[config.mk]
export PLATFORM = sky130hd
export DESIGN_NAME = bcrf_sequencer
export DESIGN_NICKNAME = d
export VERILOG_FILES = /design/src/design/bisection_cubic_root_finder_unit_defines.svh /design/src/design/bcrf_pkg.sv /design/src/design/bcrf_sequencer.sv
export SDC_FILE = /design/constraint.sdc
export NUM_CORES = 1
export LEC_CHECK = 0
export ABC_AREA = 1
export BUFFER_PORTS_ARGS = -buffer_cell sky130_fd_sc_hd__clkbuf_2
export CORE_AREA = 2 2 39 41
export CTS_CLUSTER_DIAMETER = 40
export DETAILED_ROUTE_END_ITERATION = 16
export DIE_AREA = 0 0 41 43
export GPL_TIMING_DRIVEN = 0
export PLACE_DENSITY = 0.69
export SETUP_SLACK_MARGIN = 0.3
export SLEW_MARGIN = 20
export SYNTH_ARGS = -nofsm -noshare
export SYNTH_HDL_FRONTEND = slang
export SYNTH_SLANG_ARGS = --single-unit
[constraint.sdc]
create_clock -name clk_i -period 1.9 [get_ports clk_i]
set_input_delay 0.38 -clock clk_i [delete_from_list [all_inputs] [get_ports clk_i]]
set_output_delay 0.38 -clock clk_i [all_outputs]
set_load 0.02 [all_outputs]
[src/design/bisection_cubic_root_finder_unit_defines.svh]
// Assertion macros for the bisection cubic root finder.
`ifndef BISECTION_CUBIC_ROOT_FINDER_UNIT_DEFINES_SVH
`define BISECTION_CUBIC_ROOT_FINDER_UNIT_DEFINES_SVH

// Same-cycle implication, clocked on clk_i, off during reset.
`define BCRF_ASSERT_IMP(lbl, ante, cons, msg) \
  lbl: assert property (@(posedge clk_i) disable iff (!rst_ni) (ante) |-> (cons)) \
    else $error(msg);

// Next-cycle implication, clocked on clk_i, off during reset.
`define BCRF_ASSERT_NXT(lbl, ante, cons, msg) \
  lbl: assert property (@(posedge clk_i) disable iff (!rst_ni) (ante) |=> (cons)) \
    else $error(msg);

`endif

[src/design/bcrf_pkg.sv]
// Shared constants, types and microcode encodings of the bisection root finder.
package bcrf_pkg;

  localparam int unsigned MAX_ITER  = 40;
  localparam int unsigned FRAC_BITS = 16;

  localparam int unsigned XW     = 32;           // bracket / midpoint width
  localparam int unsigned TOL_W  = 31;
  localparam int unsigned STEP_W = 7;
  localparam int unsigned HALF   = 32;           // split of x^2 for the multiplier
  localparam int unsigned MW     = XW + 1;       // multiplier operand width
  localparam int unsigned PW     = 2 * MW;       // product width
  localparam int unsigned LIN_W  = XW + 5;       // 10x - 20s
  localparam int unsigned ACC_W  = 98;           // exact cubic, units 2^-3F
  localparam int unsigned SH_W   = ACC_W - 2 * FRAC_BITS;

  localparam logic [MW-1:0]    TWO_S    = MW'(2) << FRAC_BITS;
  localparam logic [LIN_W-1:0] TWENTY_S = LIN_W'(20) << FRAC_BITS;

  localparam logic [XW-1:0] Q_MAX = {1'b0, {(XW-1){1'b1}}};
  localparam logic [XW-1:0] Q_MIN = {1'b1, {(XW-1){1'b0}}};

  localparam logic [1:0] ST_CONVERGED = 2'd0;
  localparam logic [1:0] ST_SAME_SIGN = 2'd1;
  localparam logic [1:0] ST_NO_STEP   = 2'd2;

  typedef enum logic [3:0] {
    S_EVL0, S_EVL1, S_EVL2,
    S_EVR0, S_EVR1, S_EVR2,
    S_CHK,  S_KLP,  S_MID,
    S_EVM0, S_EVM1, S_EVM2,
    S_DEC
  } step_e;

  typedef enum logic [1:0] { XS_L, XS_R, XS_M } xsel_e;
  typedef enum logic [1:0] { AOP_NONE, AOP_INIT, AOP_LO, AOP_HI } aop_e;
  typedef enum logic [2:0] {
    ACT_NONE, ACT_SGN_L, ACT_CHK, ACT_KLOOP, ACT_MID, ACT_DEC
  } act_e;
  typedef enum logic [1:0] { JC_NEXT, JC_KMORE, JC_LOOP } jc_e;

  typedef struct packed {
    xsel_e xsel;
    aop_e  aop;
    act_e  act;
    jc_e   jc;
    step_e target;
  } ctrl_t;

  typedef struct packed {
    logic signed [XW-1:0] left_end;
    logic signed [XW-1:0] right_end;
    logic [TOL_W-1:0]     tolerance;
  } item_t;

  typedef struct packed {
    logic signed [XW-1:0] root_estimate;
    logic signed [XW-1:0] value_at_root;
    logic [STEP_W-1:0]    steps_taken;
    logic [1:0]           status;
  } res_t;

  typedef struct packed {
    logic kmore;      // step count still growing
    logic same_sign;  // ends share a nonzero sign
    logic last;       // current bisection step is the final one
  } flags_t;

  typedef struct packed {
    logic accept;
    logic run;
    logic finish;
  } seq_t;

endpackage

[src/design/bcrf_sequencer.sv]
// Microprogram sequencer: step counter, conditional jumps, run/finish control.
module bcrf_sequencer import bcrf_pkg::*; (
  input  logic   clk_i,
  input  logic   rst_ni,
  input  logic   start,
  input  ctrl_t  ctrl_i,
  input  flags_t flags_i,
  output step_e  step_o,
  output seq_t   seq_o,
  output logic   busy
);

  logic  running_q, running_d;
  step_e pc_q, pc_d;
  logic  take, accept, finish;

  assign accept = start && !running_q;

  always_comb begin
    case (ctrl_i.jc)
      JC_KMORE: take = flags_i.kmore;
      JC_LOOP:  take = !flags_i.last;
      default:  take = 1'b0;
    endcase
  end

  assign finish = running_q
               && (((ctrl_i.act == ACT_CHK) && flags_i.same_sign)
                || ((ctrl_i.act == ACT_DEC) && flags_i.last));

  always_comb begin
    running_d = running_q;
    pc_d      = pc_q;
    if (accept) begin
      running_d = 1'b1;
      pc_d      = S_EVL0;
    end else if (running_q) begin
      if (finish) begin
        running_d = 1'b0;
        pc_d      = S_EVL0;
      end else if (take) begin
        pc_d = ctrl_i.target;
      end else begin
        pc_d = step_e'(4'(pc_q + 4'd1));
      end
    end
  end

  always_ff @(posedge clk_i or negedge rst_ni) begin
    if (!rst_ni) begin
      running_q <= 1'b0;
      pc_q      <= S_EVL0;
    end else begin
      running_q <= running_d;
      pc_q      <= pc_d;
    end
  end

  assign step_o       = pc_q;
  assign busy         = running_q;
  assign seq_o.accept = accept;
  assign seq_o.run    = running_q;
  assign seq_o.finish = finish;

endmodule

[Yosys cells after proc, flatten, opt, wreduce, memory -nomap -nowiden]
Index checks and enable logic that the tools add are counted.
Storage, ports and cells
  bits in registers: 5
  input bits: 19
Operators by class
  $add $sub $neg: 1
  equal/unequal tests: 4
  muxes and demuxes: 8
  reduce and logical (&&, ||, !) cells: 8
Operator list (number)
  two-way mux 4 bit: 4
  adder 4 x 1 -> 4 bit, second input constant: 1
  logical AND 1 bit: 4
  equality test 3 x 2 -> 1 bit, second input constant: 1
  equality test 3 bit, second input constant: 1
  two-way mux 1 bit: 3
  equality test 2 x 1 -> 1 bit, second input constant: 1
  equality test 2 bit, second input constant: 1
  zero test 1 bit: 2
  one-hot mux 1 bit (2 select lines): 1
  nonzero test 2 bit: 1
  logical OR 1 bit: 1

[Depth between registers and ports, before layout]
Gate-level depths: netlist of run 1.
  word-level depth: 7
  mapped depth: 8

[Worst setup path after synthesis of run 1]
OpenSTA, ideal clock, no wires.
  path kind: flip-flop to output port
  from: register running_q, in the netlist busy
  to: output seq_o[0] (netlist name)
  arrival time: 0.876 ns
  required time: 1.520 ns
  path slack: 0.644 ns
  stages on the path, launching flop included: 4
  path buffers: 1
  cells stage by stage: dfrtp_1 > inv_1 > a21oi_2 > buf_4
On the way
  word-level cells in the longest chain between the ends: 1
Ends and longest elaborated chain
  start: declaration: RTL line bcrf_sequencer.sv:13  | logic running_q, running_d;
  start signal: assignment: RTL line bcrf_sequencer.sv:54  | running_q <= running_d;
  logical AND 1 bit: RTL line bcrf_sequencer.sv:28  | && (((ctrl_i.act == ACT_CHK) && flags_i.same_sign)
  end: declaration: RTL line bcrf_sequencer.sv:9  | output seq_t seq_o,
No other way between the ends.

[Worst setup path in the final report of run 1]
Same ends and word-level chain as after synthesis.

==> summary.md, run 1 <==
| Metric | Value |
|---|---|
| Outcome | finished, final reports clean |
| Vias per inst | 4.28 |
| Post-CTS setup repair buffer count | 0 |
| Total power | 0.594 mW |
| Max Freq | between 600 and 700 MHz |
| First-pass GRT wire length | 1480 um |
| Die area | 0.00176 mm2 |
| Layout Skew | 0.00510 ns |
| Top cells by count, synth | nand2_1 (24), inv_1 (13), dfrtp_1 (5), nand3_1 (5), nand2_2 (4) |
| Pwr/cell area | ~970 mW/mm2 |
| Synth area leader | dfrtp_1 |
| Reg area | 125 um2 |
| DRT iter0 DRCs | 11 |
| Flip-flop and latch count after synthesis | 5 |
| Clock buffer count from CTS | 3 |
| Mapped Nets | 89 |
| GRT met1 Usage | 13.0% |
| Yosys cell types | 15 |
| Leakage power | 0.392 nW |
| CTS tree | yes |
| CP Data Arrival Time | 1.11 ns |
| Gr busiest metal | met2 |
| Routed wire length | 874 um |
| Share of cells above drive strength 1 | 40.4% |
| I/O pin cnt | 27 |
| Count leader, synth | nand2_1 |
| Hold WS | between 0.4 and 0.5 ns |
| Synth top area share | between 20 and 30% |
| CTS root buf | clkbuf_4 |
| Worst Tran Pin Value | 0.275 ns |
| Setup TNS | 0 ns |
| Standard-cell rows | 14 |
| Setup-failing EPs final | 0 |
| Vias in the first global route | 415 |
| Slew headroom | 81.6% |
| Die W | 41 um |
| Critical path startpoint category | flop |
| Largest cells by area after synthesis | dfrtp_1 (28%), nand2_1 (20%), inv_1 (11%) |
| Routing usage on met3 | 7.85% |
| Initial antenna violation count | 0 |
| Hold Vio Cnt, Final | 0 |
| HP Class | input pin to flop |
| Area growth from synthesis to layout | 37.3% |
| Multi-input logic area | 246 um2 |
| Number of synthesized flops with an enable pin | 0 |
| Worst hold stages | 3 |
| Clock Pin Slew Worst Setup and Hold Paths | 0.05 ns |
| Worst-path maximum fanout | 4 |
| Final period utilization | 78.4% |
| Die Ht | approximately 43 um |
| I/O Buffers | 22 |
| Fraction of registers with async set/reset | 100% |
| Via count | between 400 and 500 |
| Largest net degree at the start of global routing | 7 |
| WS Path Type | flop to output pin |
| Final net count | 117 |
| Peak VDD IR | 0.655 mV |
| Syn. warnings | 0 |
| Clock Tree Buf Depth | 2 |
| Crit end category | output pin |
| WL per Instance | 7.95 um |
| Core Box Area | 0.00138 mm2 |
| Final setup margin | 0.410 ns |
| Clock Latency Late Sink | 0.24 ns |
| Drt first pass iters | 4 |
| Cell Area, Synth | between 400 and 500 um2 |
| Half-perimeter wire length after placement | 755 um |
| Drt drc | 0 |
| Initial Util | 32.3% |
| Mean Syn Cell Area | 6.67 um2 |
| Met2 usage | between 15 and 20% |
| Ant diodes | 0 |
| Post-synthesis sequential area ratio | between 20% and 30% |
| Antenna viol nets, final | 0 |
| Max Slew Vio Count | 0 |
| Cells after synthesis | 67 |
| Pre-CTS setup slack | 0.415 ns |
| Clk sink count | 5 |
| Total grt overflow | 0 |
| Layout fillers | 155 |
| Reg2reg path depth | 5 |
| RSZ-0062 raised after global routing | no |
| H-tree levels | 1 |
| Critical Path RT | 1.52 ns |
| GR Util All Layers | approximately 12% |
| Tmin final | about 1.5 ns |
| Maximum capacitance violations | 0 |
| Most used DFF post-synth | dfrtp_1 |
| GPL Wtd Cong | between 0.7 and 0.8 |
final cells by class:
cell class | instances | share of cell area [%]
Buffer | 3 | 3.67
Tap cell | 16 | 3.27
Inverter | 14 | 8.57
Sequential cell | 5 | 20.4
Timing Repair Buffer | 23 | 19.6
Clock buffer | 4 | 4.29
Multi-Input combinational cell | 45 | 40.2
report_power, final:
part           switching, mW  leakage (nW)  internal (mW)
Combinational          0.158         0.318          0.114
Sequential            0.0555        0.0592          0.146
Clock                 0.0422        0.0150         0.0793
flip-flops by register name, indices dropped and copies added, names as in the netlist:
register  cells
step_o        4
busy          1
worst paths after layout:
kind | endpoint | slack, ns | startpoint
max | seq_o[0] | 0.41 | busy
min in group asynchronous | step_o[3] | 0.49 | rst_ni
min reg2reg | step_o[3] | 0.56 | step_o[3]
max in group asynchronous | step_o[1] | 1.28 | rst_ni
min | busy | 0.45 | start
max reg2reg | step_o[2] | 0.78 | step_o[0]
cell families (layout without fill, tap and decap cells):
logic type / count (synthesis) / after routing / synth area share, %
AOI/OAI and AO/OA: 2 / 2 / 5.60
and+or+nand+nor: 39 / 39 / 39.2
DFF: 5 / 5 / 28.0
xor gates and xnor gates: 1 / 1 / 1.96
adders and majority gates: 3 / 3 / 8.40
buffers and inverters: 17 / 44 / 16.8
worst max-delay path, stage by stage (launching register included):
cell and delay (ns):
dfrtp_1 0.39, inv_2 0.08, a21oi_2 0.13, buf_4 0.12, clkbuf_2 0.15
per-stage QoR:
stage / util [%] / instances / area (um2)
2_1_floorplan: - / 67 / 447
3_3_place_gp: 41.7 / 105 / 577
3_5_place_dp: 41.7 / 105 / 577
4_1_cts: 44.3 / 110 / 613
5_1_grt: 44.3 / 110 / 613
6_report: 44.3 / 110 / 613
cells in the final DEF, fill, tap and decap left out, types with 2 or more instances in the layout:
master / count
buf_4: 3
clkbuf_2: 22
clkbuf_4: 3
dfrtp_1: 5
ha_1: 3
inv_1: 12
inv_2: 2
nand2_1: 24
nand2_2: 4
nand3_1: 5
nor2_1: 3
repair_timing:
| item | 4_1_cts | 5_1_grt |
|---|---|---|
| gates resized for setup | 0 | 1 |
| endpoints found under the setup margin | 0 | 2 |
| endpoints found under the hold margin | 5 | 0 |
| hold buffers | 1 | 0 |
layer usage:
layer | up-vias | routed length [um]
li1 | 250 | -
met1 | 204 | 363
met2 | 17 | 436
met3 | 0 | 75
met4 | 0 | 0
met5 | - | 0
No activity file was read; power rests on OpenSTA's default activity.
==> inputs of run 2 (changes only) <==
--- a/config.mk
+++ b/config.mk
@@ -5,14 +5,14 @@
 export SDC_FILE = /design/constraint.sdc
 export NUM_CORES = 1
 export LEC_CHECK = 0
-export ABC_AREA = 1
+export ABC_AREA = 0
 export BUFFER_PORTS_ARGS = -buffer_cell sky130_fd_sc_hd__clkbuf_2
 export CORE_AREA = 2 2 39 41
 export CTS_CLUSTER_DIAMETER = 40
 export DETAILED_ROUTE_END_ITERATION = 16
 export DIE_AREA = 0 0 41 43
 export GPL_TIMING_DRIVEN = 0
-export PLACE_DENSITY = 0.69
+export PLACE_DENSITY = 0.66
 export SETUP_SLACK_MARGIN = 0.3
 export SLEW_MARGIN = 20
 export SYNTH_ARGS = -nofsm -noshare
==> constraint.sdc (replaced) <==
create_clock -name clk_i -period 1.2 [get_ports clk_i]
set_input_delay 0.24 -clock clk_i [delete_from_list [all_inputs] [get_ports clk_i]]
set_output_delay 0.24 -clock clk_i [all_outputs]
set_load 0.02 [all_outputs]
==> run 2 against run 1 <==
Sequential share of layout area shrank 2.9 points; core utilization grew 8.4 points; critical path depth is the same; area after synthesis shrank 14%; critical path type is now flop to flop; die area is the same; the flow now finishes with violations (setup timing); largest power group unchanged; clock-buffer cell count is the same; synthesized cell count shrank 36%; power grew to 2.7 times the previous value.
==> summary.md, run 2 <==
| Metric | Value |
|---|---|
| Outcome | finished with violations |
| Violated checks | setup timing |
| Post-synthesis adder-cell area fraction | 9.77% (+1.4 points) |
| Final net count | 99 (-15%) |
| Fraction of registers with async set/reset | 100% (unchanged) |
| Area growth from synthesis to layout | 89.9% |
| Max incr delay on CP | 0.41 ns (+0.02 ns) |
| Pre-CTS setup slack | -0.252 ns (-0.668 ns) |
| Final setup margin | -0.123 ns (-0.533 ns) |
| HP Start | ctrl_i[1] |
| Placement Cell Area | 533 um2 (-7.6%) |
| Number of flip-flops in the largest register | 4 (unchanged) |
| Syn. warnings | 0 (unchanged) |
| Core Box Area | 0.00138 mm2 (unchanged) |
| Flip-flop and latch count after synthesis | 5 (unchanged) |
| Hold Vio Cnt, Final | 0 (unchanged) |
| Ant diodes | 0 (unchanged) |
| Clock Latency Late Sink | 0.23 ns (about the same) |
| Largest family of logic cells by synthesized area | simple AND/OR/NAND/NOR gates |
| Maximum capacitance violations | 0 (unchanged) |
| WL per Instance | 11.3 um (+43%) |
| Max Slew Vio Count | 0 (unchanged) |
| Cells after synthesis | 43 (-36%) |
| CP Data Arrival Time | 1.47 ns (+0.36 ns) |
| GPL Wtd Cong | 0.701 (-3.7%) |
| WS Path Type | flop to flop |
| DP Cell Count | 81 (-23%) |
| Setup-failing EPs final | 6 (+6) |
| Max Freq | 756 MHz |
| CTS tree | yes |
| Setup TNS | -0.358 ns (-0.358 ns) |
| Drt first pass iters | 2 (-2) |
| Mux cell area share after synthesis | 5.21% (+5.2 points) |
| Number of synthesized flops with an enable pin | 0 (unchanged) |
| Initial antenna violation count | 0 (unchanged) |
| Cell Area, Synth | 384 um2 (-14%) |
| Xor and xnor area share after synthesis | 2.28% (+0.32 points) |
| Die area | 0.00176 mm2 (unchanged) |
| Mapped Nets | 65 (-27%) |
| Mean Syn Cell Area | 8.93 um2 (+34%) |
| Reg2reg path depth | 4 (-1) |
| Critical Path RT | 1.35 ns (-0.17 ns) |
| Die W | 41 um (unchanged) |
| Tmin final | around 1.3 ns |
| Leakage power | 0.357 nW (-9.0%) |
| Most common cell after layout, fill and taps aside | clkbuf_2 |
| Synth Area in Compound Gates | 19.5% (+14 points) |
| Pwr/cell area | 2160 mW/mm2 (+120%) |
| Crit end category | flop |
| R2R Path Start | busy |
| Worst Tran Pin Value | 0.218 ns (-0.0575 ns) |
| Crit path depth | 4 (unchanged) |
| Largest net degree at the start of global routing | 6 (-1) |
| GR Util All Layers | 13.2% (+1.0 points) |
| Die Ht | 43 um (unchanged) |
| Worst r2r dst | step_o[2] |
| Clock Tree Buf Depth | 2 (unchanged) |
| Most used DFF post-synth | dfrtp_1 |
| RSZ-0062 raised after global routing | yes |
| Vias per inst | 4.60 (+7.4%) |
| CTS root buf | clkbuf_4 |
| Synth top area share | 32.6% (+4.6 points) |
| Largest cells by area after synthesis | dfrtp_1 (33%), ha_1 (9.8%), buf_4 (5.9%) |
| Final period utilization | 110% |
| Critical path startpoint category | flop |
| Clock buffer count from CTS | 3 (unchanged) |
| DRT iter0 DRCs | 2 (-9) |
| H-tree levels | 1 (unchanged) |
| WP buf/inv | 1 (-2) |
| Peak VDD IR | 1.07 mV (+64%) |
| Commonest cells after routing, fill and taps aside | clkbuf_2 (14), nor2_1 (6), buf_4 (6) |
| FF-to-FF setup slack | -0.12 ns (-0.90 ns) |
| Clk sink count | 5 (unchanged) |
| Via count | 423 (-10%) |
| HP Class | input pin to flop |
| Total grt overflow | 0 (unchanged) |
| Worst hold stages | 3 (unchanged) |
| Simple-gate share of the synthesized area | 21.8% (-17 points) |
| I/O pin cnt | 27 (unchanged) |
| Top cells by count, synth | nor2_1 (6), dfrtp_1 (5), nand2_1 (4) |
| Crit path cell chain | inv_2 -> a311o_2 -> o32ai_2 -> o2bb2ai_1 |
| Worst-path maximum fanout | 5 (+1) |
| Layout Skew | 0.000857 ns (-0.00424 ns) |
| Yosys cell types | 21 (+6) |
| Drt drc | 0 (unchanged) |
| Initial Util | 27.8% (-4.5 points) |
| Crit path max-delay family | compound AO/OA/AOI/OAI gates |
| Post-synthesis sequential area ratio | 32.6% (+4.6 points) |
| Final cell count without fillers | 92 (-16%) |
| Count leader, synth | nor2_1 |
| Hold-critical path endpoint | step_o[1] |
| Share of cells above drive strength 1 | 60.5% (+20 points) |
| Layout Cell Area excl Fill | 729 um2 (+19%) |
| Slew headroom | 85.4% (+3.9 points) |
| Synth area leader | dfrtp_1 |
| I/O Buffers | 22 (unchanged) |
| Standard-cell rows | 14 (unchanged) |
| Routed wire length | 1040 um (+19%) |
| Clock Pin Slew Worst Setup and Hold Paths | 0.04 ns (about the same) |
| Vias in the first global route | 403 (-2.9%) |
| Antenna viol nets, final | 0 (unchanged) |
| Half-perimeter wire length after placement | 764 um (+1.1%) |
| Slowest cell on crit path | dfrtp_2 |
| First-pass GRT wire length | 1520 um (+2.8%) |
-- run 2: cell types whose count changed after synthesis, moves of 3 or more --
cell / delta
nand2_1: -20
nand3_1: -4
inv_1: -10
nand2_2: -4
nor2_1: +3
-- run 2: repair_timing --
action | in CTS | in global routing
resized for setup | 18 | 7
cloned | 0 | 0
pin swaps | 2 | 1
setup buffers | 5 | 1
setup endpoints to repair | 13 | 13
hold buffers | 1 | 0
hold endpoints to repair | 5 | 0
-- run 2: worst min-delay path, stage by stage --
cell and delay, ns:
clkbuf_2 0.07, mux2i_1 0.07, o21ai_2 0.10
-- run 2: report_power, final --
group	internal [mW]	total [mW]	switching [mW]
combinational	0.602	1.04	0.439
sequential	0.251	0.353	0.102
clock	0.125	0.184	0.0589
total	0.979	1.58	0.600
-- run 2: cell families (layout without fill, tap and decap cells) --
logic type      after synthesis  after routing
simple gates                 17             17
compound gates                9              9
buf+inv                       6             39
flops                         5              5
fa+ha+maj                     3              3
mux                           2              2
xor+xnor                      1              1
-- run 2: final cells by class --
cell class | count | area (um2)
Buffer | 3 | 26.3
Multi-Input combinational cell | 32 | 275
Fill cell | 140 | 654
Clock buffer | 4 | 26.3
Sequential cell | 5 | 128
Inverter | 3 | 11.3
Tap cell | 16 | 20.0
Timing Repair Buffer | 29 | 243
-- run 2: worst max path at each step --
stage                   start        end  slack (ns)
finish                   busy  step_o[2]       -0.12
global route             busy  step_o[2]       -0.18
CTS                      busy   seq_o[2]       -0.10
detailed placement  ctrl_i[7]  step_o[2]       -0.25
global placement    ctrl_i[7]  step_o[2]       -0.23
floorplan                busy  step_o[2]       -0.09
-- run 2: through the flow --
stage               utilization [%]  total power, mW  hold slack [ns]
global route                   52.7             1.69            0.312
global placement               38.5            0.923           0.0595
floorplan                         -            0.746          -0.0556
finish                         52.7             1.58            0.288
detailed placement             38.5            0.943           0.0593
CTS                            51.1             1.52            0.309
-- run 2: per-layer routing --
metal / vias to the layer above / global-route usage, % / routed length [um]
li1: 214 / - / -
met1: 194 / 14.8 / 392
met2: 15 / 21.3 / 575
met3: 0 / 1.57 / 74
met4: 0 / 10.0 / 0
met5: - / 0 / 0
