## config.mk

```make
export PLATFORM = sky130hd
export DESIGN_NAME = bcrf_ucode_rom
export DESIGN_NICKNAME = d
export VERILOG_FILES = /design/src/design/bisection_cubic_root_finder_unit_defines.svh /design/src/design/bcrf_pkg.sv /design/src/design/bcrf_ucode_rom.sv
export SDC_FILE = /design/constraint.sdc
export NUM_CORES = 1
export LEC_CHECK = 0
export ABC_CLOCK_PERIOD_IN_PS = 900
export BUFFER_PORTS_ARGS = -buffer_cell sky130_fd_sc_hd__buf_2
export CAP_MARGIN = 30
export CORE_AREA = 2 2 39 41
export DETAILED_ROUTE_END_ITERATION = 10
export DIE_AREA = 0 0 41 43
export PLACE_DENSITY_LB_ADDON = 0.2
export RECOVER_POWER = 25
export SETUP_SLACK_MARGIN = 0.05
export SYNTH_ARGS = -nofsm -noshare
export SYNTH_HDL_FRONTEND = slang
export SYNTH_SLANG_ARGS = --single-unit
```

## constraint.sdc

```tcl
create_clock -name vclk -period 0.9
set_clock_uncertainty 0.05 [all_clocks]
set_input_delay 0.18 -clock vclk [all_inputs]
set_output_delay 0.18 -clock vclk [all_outputs]
set_load 0.05 [all_outputs]
```

## src/design/bisection_cubic_root_finder_unit_defines.svh

```systemverilog
// Assertion macros for the bisection cubic root finder.
`ifndef BISECTION_CUBIC_ROOT_FINDER_UNIT_DEFINES_SVH
`define BISECTION_CUBIC_ROOT_FINDER_UNIT_DEFINES_SVH

// Same-cycle implication, clocked on clk_i, off during reset.
`define BCRF_ASSERT_IMP(lbl, ante, cons, msg) \
  lbl: assert property (@(posedge clk_i) disable iff (!rst_ni) (ante) |-> (cons)) \
    else $error(msg);

// Next-cycle implication, clocked on clk_i, off during reset.
`define BCRF_ASSERT_NXT(lbl, ante, cons, msg) \
  lbl: assert property (@(posedge clk_i) disable iff (!rst_ni) (ante) |=> (cons)) \
    else $error(msg);

`endif

```

## src/design/bcrf_pkg.sv

```systemverilog
// Shared constants, types and microcode encodings of the bisection root finder.
package bcrf_pkg;

  localparam int unsigned MAX_ITER  = 40;
  localparam int unsigned FRAC_BITS = 16;

  localparam int unsigned XW     = 32;           // bracket / midpoint width
  localparam int unsigned TOL_W  = 31;
  localparam int unsigned STEP_W = 7;
  localparam int unsigned HALF   = 32;           // split of x^2 for the multiplier
  localparam int unsigned MW     = XW + 1;       // multiplier operand width
  localparam int unsigned PW     = 2 * MW;       // product width
  localparam int unsigned LIN_W  = XW + 5;       // 10x - 20s
  localparam int unsigned ACC_W  = 98;           // exact cubic, units 2^-3F
  localparam int unsigned SH_W   = ACC_W - 2 * FRAC_BITS;

  localparam logic [MW-1:0]    TWO_S    = MW'(2) << FRAC_BITS;
  localparam logic [LIN_W-1:0] TWENTY_S = LIN_W'(20) << FRAC_BITS;

  localparam logic [XW-1:0] Q_MAX = {1'b0, {(XW-1){1'b1}}};
  localparam logic [XW-1:0] Q_MIN = {1'b1, {(XW-1){1'b0}}};

  localparam logic [1:0] ST_CONVERGED = 2'd0;
  localparam logic [1:0] ST_SAME_SIGN = 2'd1;
  localparam logic [1:0] ST_NO_STEP   = 2'd2;

  typedef enum logic [3:0] {
    S_EVL0, S_EVL1, S_EVL2,
    S_EVR0, S_EVR1, S_EVR2,
    S_CHK,  S_KLP,  S_MID,
    S_EVM0, S_EVM1, S_EVM2,
    S_DEC
  } step_e;

  typedef enum logic [1:0] { XS_L, XS_R, XS_M } xsel_e;
  typedef enum logic [1:0] { AOP_NONE, AOP_INIT, AOP_LO, AOP_HI } aop_e;
  typedef enum logic [2:0] {
    ACT_NONE, ACT_SGN_L, ACT_CHK, ACT_KLOOP, ACT_MID, ACT_DEC
  } act_e;
  typedef enum logic [1:0] { JC_NEXT, JC_KMORE, JC_LOOP } jc_e;

  typedef struct packed {
    xsel_e xsel;
    aop_e  aop;
    act_e  act;
    jc_e   jc;
    step_e target;
  } ctrl_t;

  typedef struct packed {
    logic signed [XW-1:0] left_end;
    logic signed [XW-1:0] right_end;
    logic [TOL_W-1:0]     tolerance;
  } item_t;

  typedef struct packed {
    logic signed [XW-1:0] root_estimate;
    logic signed [XW-1:0] value_at_root;
    logic [STEP_W-1:0]    steps_taken;
    logic [1:0]           status;
  } res_t;

  typedef struct packed {
    logic kmore;      // step count still growing
    logic same_sign;  // ends share a nonzero sign
    logic last;       // current bisection step is the final one
  } flags_t;

  typedef struct packed {
    logic accept;
    logic run;
    logic finish;
  } seq_t;

endpackage

```

## src/design/bcrf_ucode_rom.sv

```systemverilog
// Microcode table: one control word per sequencer step.
module bcrf_ucode_rom import bcrf_pkg::*; (
  input  step_e step_i,
  output ctrl_t ctrl_o
);

  always_comb begin
    ctrl_o = '{xsel: XS_L, aop: AOP_NONE, act: ACT_NONE, jc: JC_NEXT, target: S_EVL0};
    case (step_i)
      S_EVL0: begin
        ctrl_o.xsel = XS_L;
        ctrl_o.aop  = AOP_INIT;
      end
      S_EVL1: begin
        ctrl_o.xsel = XS_L;
        ctrl_o.aop  = AOP_LO;
      end
      S_EVL2: begin
        ctrl_o.xsel = XS_L;
        ctrl_o.aop  = AOP_HI;
      end
      S_EVR0: begin
        ctrl_o.xsel = XS_R;
        ctrl_o.aop  = AOP_INIT;
        ctrl_o.act  = ACT_SGN_L;   // acc still holds p(left)
      end
      S_EVR1: begin
        ctrl_o.xsel = XS_R;
        ctrl_o.aop  = AOP_LO;
      end
      S_EVR2: begin
        ctrl_o.xsel = XS_R;
        ctrl_o.aop  = AOP_HI;
      end
      S_CHK: begin
        ctrl_o.act = ACT_CHK;
      end
      S_KLP: begin
        ctrl_o.act    = ACT_KLOOP;
        ctrl_o.jc     = JC_KMORE;
        ctrl_o.target = S_KLP;
      end
      S_MID: begin
        ctrl_o.act = ACT_MID;
      end
      S_EVM0: begin
        ctrl_o.xsel = XS_M;
        ctrl_o.aop  = AOP_INIT;
      end
      S_EVM1: begin
        ctrl_o.xsel = XS_M;
        ctrl_o.aop  = AOP_LO;
      end
      S_EVM2: begin
        ctrl_o.xsel = XS_M;
        ctrl_o.aop  = AOP_HI;
      end
      S_DEC: begin
        ctrl_o.act    = ACT_DEC;
        ctrl_o.jc     = JC_LOOP;
        ctrl_o.target = S_MID;
      end
      default: begin
        ctrl_o.act = ACT_NONE;
      end
    endcase
  end

endmodule

```

Word level (Yosys, flattened, before mapping):

Index checks and enable logic that the tools add are counted.

* $add $sub $neg: 0
* multiply operators: 0
* div/mod/pow operators: 0
* order comparisons: 0
* eq/ne operators: 12
* shifts and indexed selects: 0
* muxes and demuxes: 3
* bitwise gates (word level): 0
* reductions and logical operators: 1

Operators with widths (count)
* one-hot mux 4 bit (9 select lines): 1
* equality test 4 bit, second input constant: 5
* equality test 4 x 3 -> 1 bit, second input constant: 4
* one-hot mux 3 bit (5 select lines): 1
* one-hot mux 6 bit (2 select lines): 1
* equality test 4 x 2 -> 1 bit, second input constant: 2
* equality test 4 x 1 -> 1 bit, second input constant: 1
* zero test 4 bit: 1

* bits in registers: 0
* bits in latches: 0
* memory bits (writable): 0
* ROM bits: 0
* output and inout bits: 13
* logic and storage cells: 16
* memories: 0

Longest topological paths before layout:

Gate-level depths: netlist (run 1).

* word-level depth: 2
* depth in mapped cells: 4
* depth with buffers taken out: 3

Least setup slack after synthesis (run 1):

OpenSTA, ideal clock, no wires.

* path type: input -> output
* start point: input step_i[0]
* end point: output ctrl_o[6] (netlist name)
* data arrival time: 1671 ps
* data required time: 670 ps
* path slack: -1001 ps
* cell stages on the path: 4
* cells stage by stage: clkbuf_2 > nor3b_2 > and2_4 > a21o_2

RTL lines
* start, declared: RTL line bcrf_ucode_rom.sv:3 `input step_e step_i,`
* end, declared: RTL line bcrf_ucode_rom.sv:4 `output ctrl_t ctrl_o`

==> results of run 1 <==
-- metrics by stage --
stage	setup TNS, ps	utilization (%)
final	-2680	44.7
after global routing	-3010	44.7
after CTS	-2780	40.0
after detailed placement	-4350	28.8
after global placement	-4240	28.8
after floorplan	-3950	-
-- power groups by stage --
stage | logic, mW | registers [mW] | clock network [mW]
2_1_floorplan | 0.199 | 0 | 0
3_3_place_gp | 0.263 | 0 | 0
3_5_place_dp | 0.262 | 0 | 0
4_1_cts | 0.331 | 0 | 0
5_1_grt | 0.381 | 0 | 0
6_report | 0.362 | 0 | 0
-- placed cells by master, fill, tap and decap left out --
cell type,Yosys,final
a21o_2,1,1
a21o_4,0,1
a21oi_1,2,1
a21oi_4,0,1
and2_4,1,2
and2b_2,1,1
and3_4,0,1
buf_12,0,1
buf_4,4,12
buf_6,0,7
buf_8,0,12
inv_2,1,1
inv_4,0,1
nand2b_4,0,1
nand3b_1,1,1
nor2_2,0,2
nor2_4,0,1
nor3_2,0,1
nor3_4,0,1
nor3b_4,0,1
o21ai_2,0,1
o311ai_4,0,1
or3_4,0,1
-- cell families after synthesis --
group,share of synthesized area (%)
and+or+nand+nor,48.9
buffers and inverters,27.7
AOI/OAI and AO/OA,23.4
-- final timing paths --
path / from / endpoint / slack, ps / cells after the start
worst max-delay path: step_i[2] / ctrl_o[9] / -280 / 4
worst min-delay path: step_i[0] / ctrl_o[8] / 700 / 4
-- tightest hold or removal path: cells and delay by family --
family,cells,cell delay (ps)
buffers and inverters,3,350
and+or+nand+nor,1,40
-- timing repair --
action                                  4_1_cts  5_1_grt
pin swaps                                     6        5
hold buffers                                  0        0
endpoints found under the setup margin       13       13
resized for setup                            46       17
setup buffers                                 1        2
endpoints found under the hold margin         0        0
-- cell type report --
class / instances / area (µm²) / area share [%]
repair buffers: 32 / 369 / 59.7
multi-input cells: 19 / 219 / 35.4
well taps: 16 / 20.0 / 3.24
inverters: 2 / 10.0 / 1.62
-- metal layers --
metal / vias to the layer above / routed length [µm] / GRT usage [%]
met5: - / 0 / 0
met1: 125 / 255 / 11.1
met2: 9 / 405 / 15.9
met3: 0 / 36 / 0.524
li1: 141 / - / -
met4: 0 / 0 / 0
==> out/qor.yml, run 1 <==
worst_setup_path:
  critPathBufInv: 2
  path_max_fanout: 6
  end_kind: "output port"
  slowest_stage: "or3_4"
  max_stage_delay_ps: 390
  crit_type: "input pin to output port"
  arrival_ps: 950
  start_kind: "input pin"
  crit_required_ps: 670
  crit_chain: "buf_8 > or3_4 > o311ai_4 > buf_6"
  crit_family: "simple AND/OR/NAND/NOR gates"
synth:
  synth_most_common_cell: "buf_4"
  synth.avg_cell_area_um2: 6.35
  syn_nets: 31
  syn-cell-area_um2: 171
  synth_cells: 27
  yosys.area.top_type: "buf_4"
  yosysUniqueCellTypes: 19
  synth_top_area_share_pct: 17.5
  synth_warnings: 0
  yosys-top-cells-count: "4 x buf_4, 3 x nor2_1, 2 x a21oi_1, 2 x clkbuf_2, 2 x nor3_1"
  synth_area_leaders: "buf_4 18%, nor3b_2 7.3%, nor2_1 6.6%, a21oi_1 5.8%, clkbuf_2 5.8%"
  synth.yosys.seq_area_share_pct: 0
floorplan:
  io-pin-count: 17
  die_h_um: 43
  fp.dieArea_mm2: 0.00176
  initial_core_util_pct: 12.4
  coreArea_mm2: 0.00138
  rows: 14
  die_w_um: 41
power:
  swShare_pct: 51.0
  seq_power_share_pct: 0
  irDropWorstVdd_uv: 254
  fin_total_pwr_mw: 0.362
  p_per_area_mw_per_mm2: 585
  clkPwrFrac_pct: 0
  power.switching_mw: 0.185
  p_leak_nw: 0.285
  power.internal_mw: 0.177
  pwr-share-comb_pct: 100.0
placed_design:
  dp_cells: 67
  pre_cts_slack_ps: -478
  dpl-instance-area_um2: 399
  io_buffers: 17
  dp_hpwl_um: 486
  gp_congestion: 0.719
sta:
  final-setup-viol-count: 13
  slew_headroom_pct: 84.0
  whs_ps: 700
  period_share_pct: 131
  worstMarginPinSlew_ps: 240
  finalHoldViolCount: 0
  fmax_mhz: 847
  layout_min_cycle_time_ps: 1180
  layout_setup_ws_ps: -280
  rsz0062_at_grt: "yes"
  drv_slew: 0
route:
  drc: 0
  routed_wl_um: 697
  ant_nets: 0
  dr.pass1.iters: 1
  wl_per_cell_um: 10.1
  viasPerCell: 3.99
  vias: 275
  first_iter_violations: 0
global_route:
  grt_overflow: 0
  antenna_found_initial: 0
  grt_max_degree: 7
  grt_first_pass_wirelength_mm: 1.13
  first_global_vias: 267
  track_usage_pct: 8.69
final_layout:
  fin_area_um2: 618
  fill_cells: 143
  syn2layout_area_growth_pct: 261
  fin_nets: 59
  seq_cells: 0
  antenna_cells: 0
  drive_gt1_share_pct: 96.2
  ff_latch_area_um2: 0
  clock_buffers: 0
  stdcell_count: 69
status:
  failed_checks: "setup timing"
  status: "finished with violations"
worst_hold_path:
  hold_class: "input pin to output port"
run:
  drv_cap: 0
Power figures use the tool's default switching activity.
==> run 2: changes to the inputs <==
--- a/config.mk
+++ b/config.mk
@@ -6,14 +6,14 @@
 export NUM_CORES = 1
 export LEC_CHECK = 0
 export ABC_CLOCK_PERIOD_IN_PS = 900
-export BUFFER_PORTS_ARGS = -buffer_cell sky130_fd_sc_hd__buf_2
+export BUFFER_PORTS_ARGS = -buffer_cell sky130_fd_sc_hd__clkbuf_2
 export CAP_MARGIN = 30
 export CORE_AREA = 2 2 39 41
 export DETAILED_ROUTE_END_ITERATION = 10
 export DIE_AREA = 0 0 41 43
+export GPL_TIMING_DRIVEN = 0
 export PLACE_DENSITY_LB_ADDON = 0.2
 export RECOVER_POWER = 25
-export SETUP_SLACK_MARGIN = 0.05
 export SYNTH_ARGS = -nofsm -noshare
 export SYNTH_HDL_FRONTEND = slang
 export SYNTH_SLANG_ARGS = --single-unit
==> out/qor.yml, run 2 (same netlist as run 1, synthesis figures left out) <==
route:
  dr.pass1.iters: 4
  drc: 0
  routed_wl_um: 726
  first_iter_violations: 5
  viasPerCell: 4.04
  ant_nets: 0
  vias: 271
  wl_per_cell_um: 10.8
status:
  failed_checks: "setup timing"
  status: "finished with violations"
final_layout:
  seq_cells: 0
  fin_area_um2: 693
  final_cell_mix: "10 x clkbuf_16, 8 x buf_4, 5 x buf_8, 4 x buf_6, 3 x nor2_1"
  drive_gt1_share_pct: 86.3
  clock_buffers: 0
  syn2layout_area_growth_pct: 304
  multi_input_area_um2: 198
  antenna_cells: 0
  stdcell_count: 67
  ff_latch_area_um2: 0
  fin_nets: 57
  layout_commonest_cell: "clkbuf_16"
  fill_cells: 130
power:
  p_leak_nw: 0.320
  irDropWorstVdd_uv: 287
  pwr-share-comb_pct: 100.0
  power.internal_mw: 0.196
  swShare_pct: 47.6
  seq_power_share_pct: 0
  p_per_area_mw_per_mm2: 539
  clkPwrFrac_pct: 0
  fin_total_pwr_mw: 0.374
  power.switching_mw: 0.178
worst_setup_path:
  arrival_ps: 1010
  crit_required_ps: 670
  cpMostUsedCell: "clkbuf_16"
  crit_type: "input pin to output port"
  max_stage_delay_ps: 230
  crit_chain: "clkbuf_16 > and2b_2 > and3_4 > buf_4 > clkbuf_16"
  end_kind: "output port"
  slowest_stage: "and2b_2"
  path_max_fanout: 7
  start_kind: "input pin"
placed_design:
  dpl-instance-area_um2: 375
  io_buffers: 15
  dp_cells: 58
  gp_congestion: 0.697
  dp_hpwl_um: 425
sta:
  period_share_pct: 138
  fmax_mhz: 808
  final-setup-viol-count: 13
  rsz0062_at_grt: "yes"
  layout_min_cycle_time_ps: 1240
  drv_slew: 0
  slew_headroom_pct: 82.4
  finalHoldViolCount: 0
  worstMarginPinSlew_ps: 264
  layout_setup_ws_ps: -338
global_route:
  antenna_found_initial: 0
  grt_max_degree: 9
  grt_first_pass_wirelength_mm: 1.06
  grt_overflow: 0
  first_global_vias: 244
  track_usage_pct: 8.29
worst_hold_path:
  hold_class: "input pin to output port"
  hp-start: "step_i[3]"
  min_to: "ctrl_o[12]"
  whs_path_depth: 4
clocking:
  holdBufCountCts: 0
floorplan:
  coreArea_mm2: 0.00138
  die_h_um: 43
  initial_core_util_pct: 12.4
  die_w_um: 41
  fp.dieArea_mm2: 0.00176
  rows: 14
  io-pin-count: 17
run:
  drv_cap: 0
## run 2: layout make-up
| cell class | instances | area share, % |
|---|---|---|
| multi-input combinational | 19 | 28.5 |
| inverter | 2 | 1.44 |
| timing repair buffer | 24 | 55.1 |
| tap | 16 | 2.89 |
| buffer | 6 | 12.1 |
## run 2: worst max path at each step
stage | from | depth (start not counted) | end
3_3_place_gp | step_i[3] | 5 | ctrl_o[9]
3_5_place_dp | step_i[3] | 5 | ctrl_o[9]
4_1_cts | step_i[3] | 5 | ctrl_o[1]
6_report | step_i[3] | 5 | ctrl_o[1]
5_1_grt | step_i[3] | 5 | ctrl_o[1]
2_1_floorplan | step_i[0] | 4 | ctrl_o[6]
## run 2: power groups by stage
stage	Combinational, mW	Clock [mW]	Sequential (mW)
after detailed placement	0.244	0	0
after global routing	0.389	0	0
final	0.374	0	0
after floorplan	0.199	0	0
after global placement	0.244	0	0
after CTS	0.358	0	0
## run 2: through the flow
step                      hold slack (ps)  TNS (ps)  util, %  worst slack, ps
after CTS                             711     -3330     48.8             -338
after global routing                  696     -3650     50.1             -369
final                                 682     -3330     50.1             -338
after floorplan                       362     -3960        -             -736
after global placement                707     -5720     27.1             -624
after detailed placement              706     -5760     27.1             -615
## run 2: critical path: cells and delay by family
family | cells | cell delay (ps)
buffers and inverters | 3 | 400
AND/OR/NAND/NOR | 2 | 420
## run 2: timing repair
action | 4_1_cts | 5_1_grt
hold endpoints to repair | 0 | 0
resized for setup | 43 | 8
buffers inserted | 7 | 2
pin swaps | 4 | 3
cloned | 1 | 0
endpoints found under the setup margin | 13 | 13
## run 2: metal layers
metal,GRT usage [%],part of all wire [%],routed length (µm)
met5,0,0,0
met4,0,0,0
met3,0,4.4,32
met2,15.9,57,414
met1,10.1,38,279
==> run 3: changes to the inputs <==
--- a/config.mk
+++ b/config.mk
@@ -5,6 +5,7 @@
 export SDC_FILE = /design/constraint.sdc
 export NUM_CORES = 1
 export LEC_CHECK = 0
+export ABC_AREA = 1
 export ABC_CLOCK_PERIOD_IN_PS = 900
 export BUFFER_PORTS_ARGS = -buffer_cell sky130_fd_sc_hd__clkbuf_2
 export CAP_MARGIN = 30
==> out/qor.yml, run 3 <==
synth:
  synth_warnings: 0
  synth.avg_cell_area_um2: 4.63
  synth.yosys.seq_area_share_pct: 0
  yosys-top-cells-count: "8 x nand2_1, 4 x buf_4, 4 x inv_1, 4 x nand3_1, 4 x nor2_1"
  yosys.area.top_type: "buf_4"
  synth_top_area_share_pct: 21.6
  yosysUniqueCellTypes: 9
  synth_most_common_cell: "nand2_1"
  syn_nets: 34
  syn-cell-area_um2: 139
  synth_cells: 30
  synth_area_leaders: "buf_4 22%, nand2_1 22%, nand3_1 14%, inv_1 11%, nor2_1 11%"
route:
  first_iter_violations: 1
  vias: 263
  routed_wl_um: 656
  wl_per_cell_um: 9.79
  dr.pass1.iters: 2
  ant_nets: 0
  drc: 0
  viasPerCell: 3.93
final_layout:
  drive_gt1_share_pct: 88.2
  layout_commonest_cell: "clkbuf_16"
  antenna_cells: 0
  fill_cells: 125
  clock_buffers: 0
  final_core_util_pct: 50.5
  stdcell_count: 67
  syn2layout_area_growth_pct: 404
  fin_nets: 57
  fin_area_um2: 699
  ff_latch_area_um2: 0
  seq_cells: 0
  final_cell_mix: "9 x clkbuf_16, 5 x buf_8, 4 x nor2_4"
global_route:
  grt_max_degree: 8
  gr-usage-met2_pct: 13.4
  antenna_found_initial: 0
  grt_use_met3_pct: 0.524
  grt_first_pass_wirelength_um: 883
  grt_overflow: 0
  gr-max-usage-layer: "met2"
  grt_util_met1_pct: 7.28
  first_global_vias: 209
  track_usage_pct: 6.69
worst_setup_path:
  arrival_ps: 870
  path_max_fanout: 6
  crit_type: "input pin to output port"
  crit_required_ps: 670
  start_kind: "input pin"
  end_kind: "output port"
placed_design:
  dp_hpwl_um: 433
  io_buffers: 17
  dp_cells: 63
  dpl-instance-area_um2: 369
  gp_congestion: 0.729
power:
  pwr-share-comb_pct: 100.0
  p_per_area_mw_per_mm2: 556
  seq_power_share_pct: 0
  clkPwrFrac_pct: 0
  swShare_pct: 52.2
  p_leak_nw: 0.306
  irDropWorstVdd_uv: 230
  power.switching_mw: 0.203
  fin_total_pwr_mw: 0.389
  power.internal_mw: 0.186
floorplan:
  coreArea_mm2: 0.00138
  die_h_um: 43
  rows: 14
  die_w_um: 41
  initial_core_util_pct: 10.0
  fp.dieArea_mm2: 0.00176
  io-pin-count: 17
worst_hold_path:
  hold_class: "input pin to output port"
sta:
  slew_headroom_pct: 89.7
  period_share_pct: 122
  finalSetupTns_ps: -1980
  rsz0062_at_grt: "yes"
  layout_min_cycle_time_ps: 1100
  drv_slew: 0
  worstMarginPinSlew_ps: 154
  layout_setup_ws_ps: -198
  finalHoldViolCount: 0
  final-setup-viol-count: 13
  fmax_mhz: 911
status:
  failed_checks: "setup timing"
  status: "finished with violations"
run:
  drv_cap: 0
clocking:
  holdBufCountCts: 0
[run 3: repair_timing]
item	in CTS	in global routing
setup endpoints to repair	13	13
resized for setup	49	7
pin swaps	7	2
hold endpoints to repair	0	0
buffers inserted	2	2
[run 3: critical path, stage by stage]
cell and delay [ps]:
clkbuf_16 140, nor2_4 110, nand3_2 100, clkinvlp_4 100, buf_8 90, clkbuf_16 140
[run 3: routing by layer]
layer | vias to the layer above | routed length (µm)
li1 | 136 | -
met1 | 120 | 223
met2 | 7 | 401
met3 | 0 | 31
met4 | 0 | 0
met5 | - | 0
[run 3: power by group through the flow]
| stage | clock network (mW) | logic (mW) | registers (mW) |
|---|---|---|---|
| after floorplan | 0 | 0.178 | 0 |
| after global placement | 0 | 0.239 | 0 |
| after detailed placement | 0 | 0.239 | 0 |
| after CTS | 0 | 0.365 | 0 |
| after global routing | 0 | 0.404 | 0 |
| final | 0 | 0.389 | 0 |
[run 3: worst paths after layout]
check / start / end / cells after the start
setup / recovery: step_i[0] / ctrl_o[5] / 6
hold / removal: step_i[0] / ctrl_o[8] / 3
[run 3: logic make-up after synthesis]
logic type | Yosys count | synth area share, %
and+or+nand+nor | 18 | 54.1
buffers and inverters | 9 | 35.1
AOI/OAI and AO/OA | 3 | 10.8
[run 3: layout make-up]
cell class | instances | area (µm²) | share of cell area (%)
Inverter | 5 | 38.8 | 5.55
Timing Repair Buffer | 21 | 377 | 53.8
Tap cell | 16 | 20.0 | 2.86
Multi-Input combinational cell | 21 | 215 | 30.8
Buffer | 4 | 48.8 | 6.98
[run 3: per-stage QoR]
stage / setup slack [ps] / hold WS, ps
global route: -227 / 653
CTS: -196 / 641
global placement: -522 / 780
finish: -198 / 640
detailed placement: -512 / 785
floorplan: -170 / 373
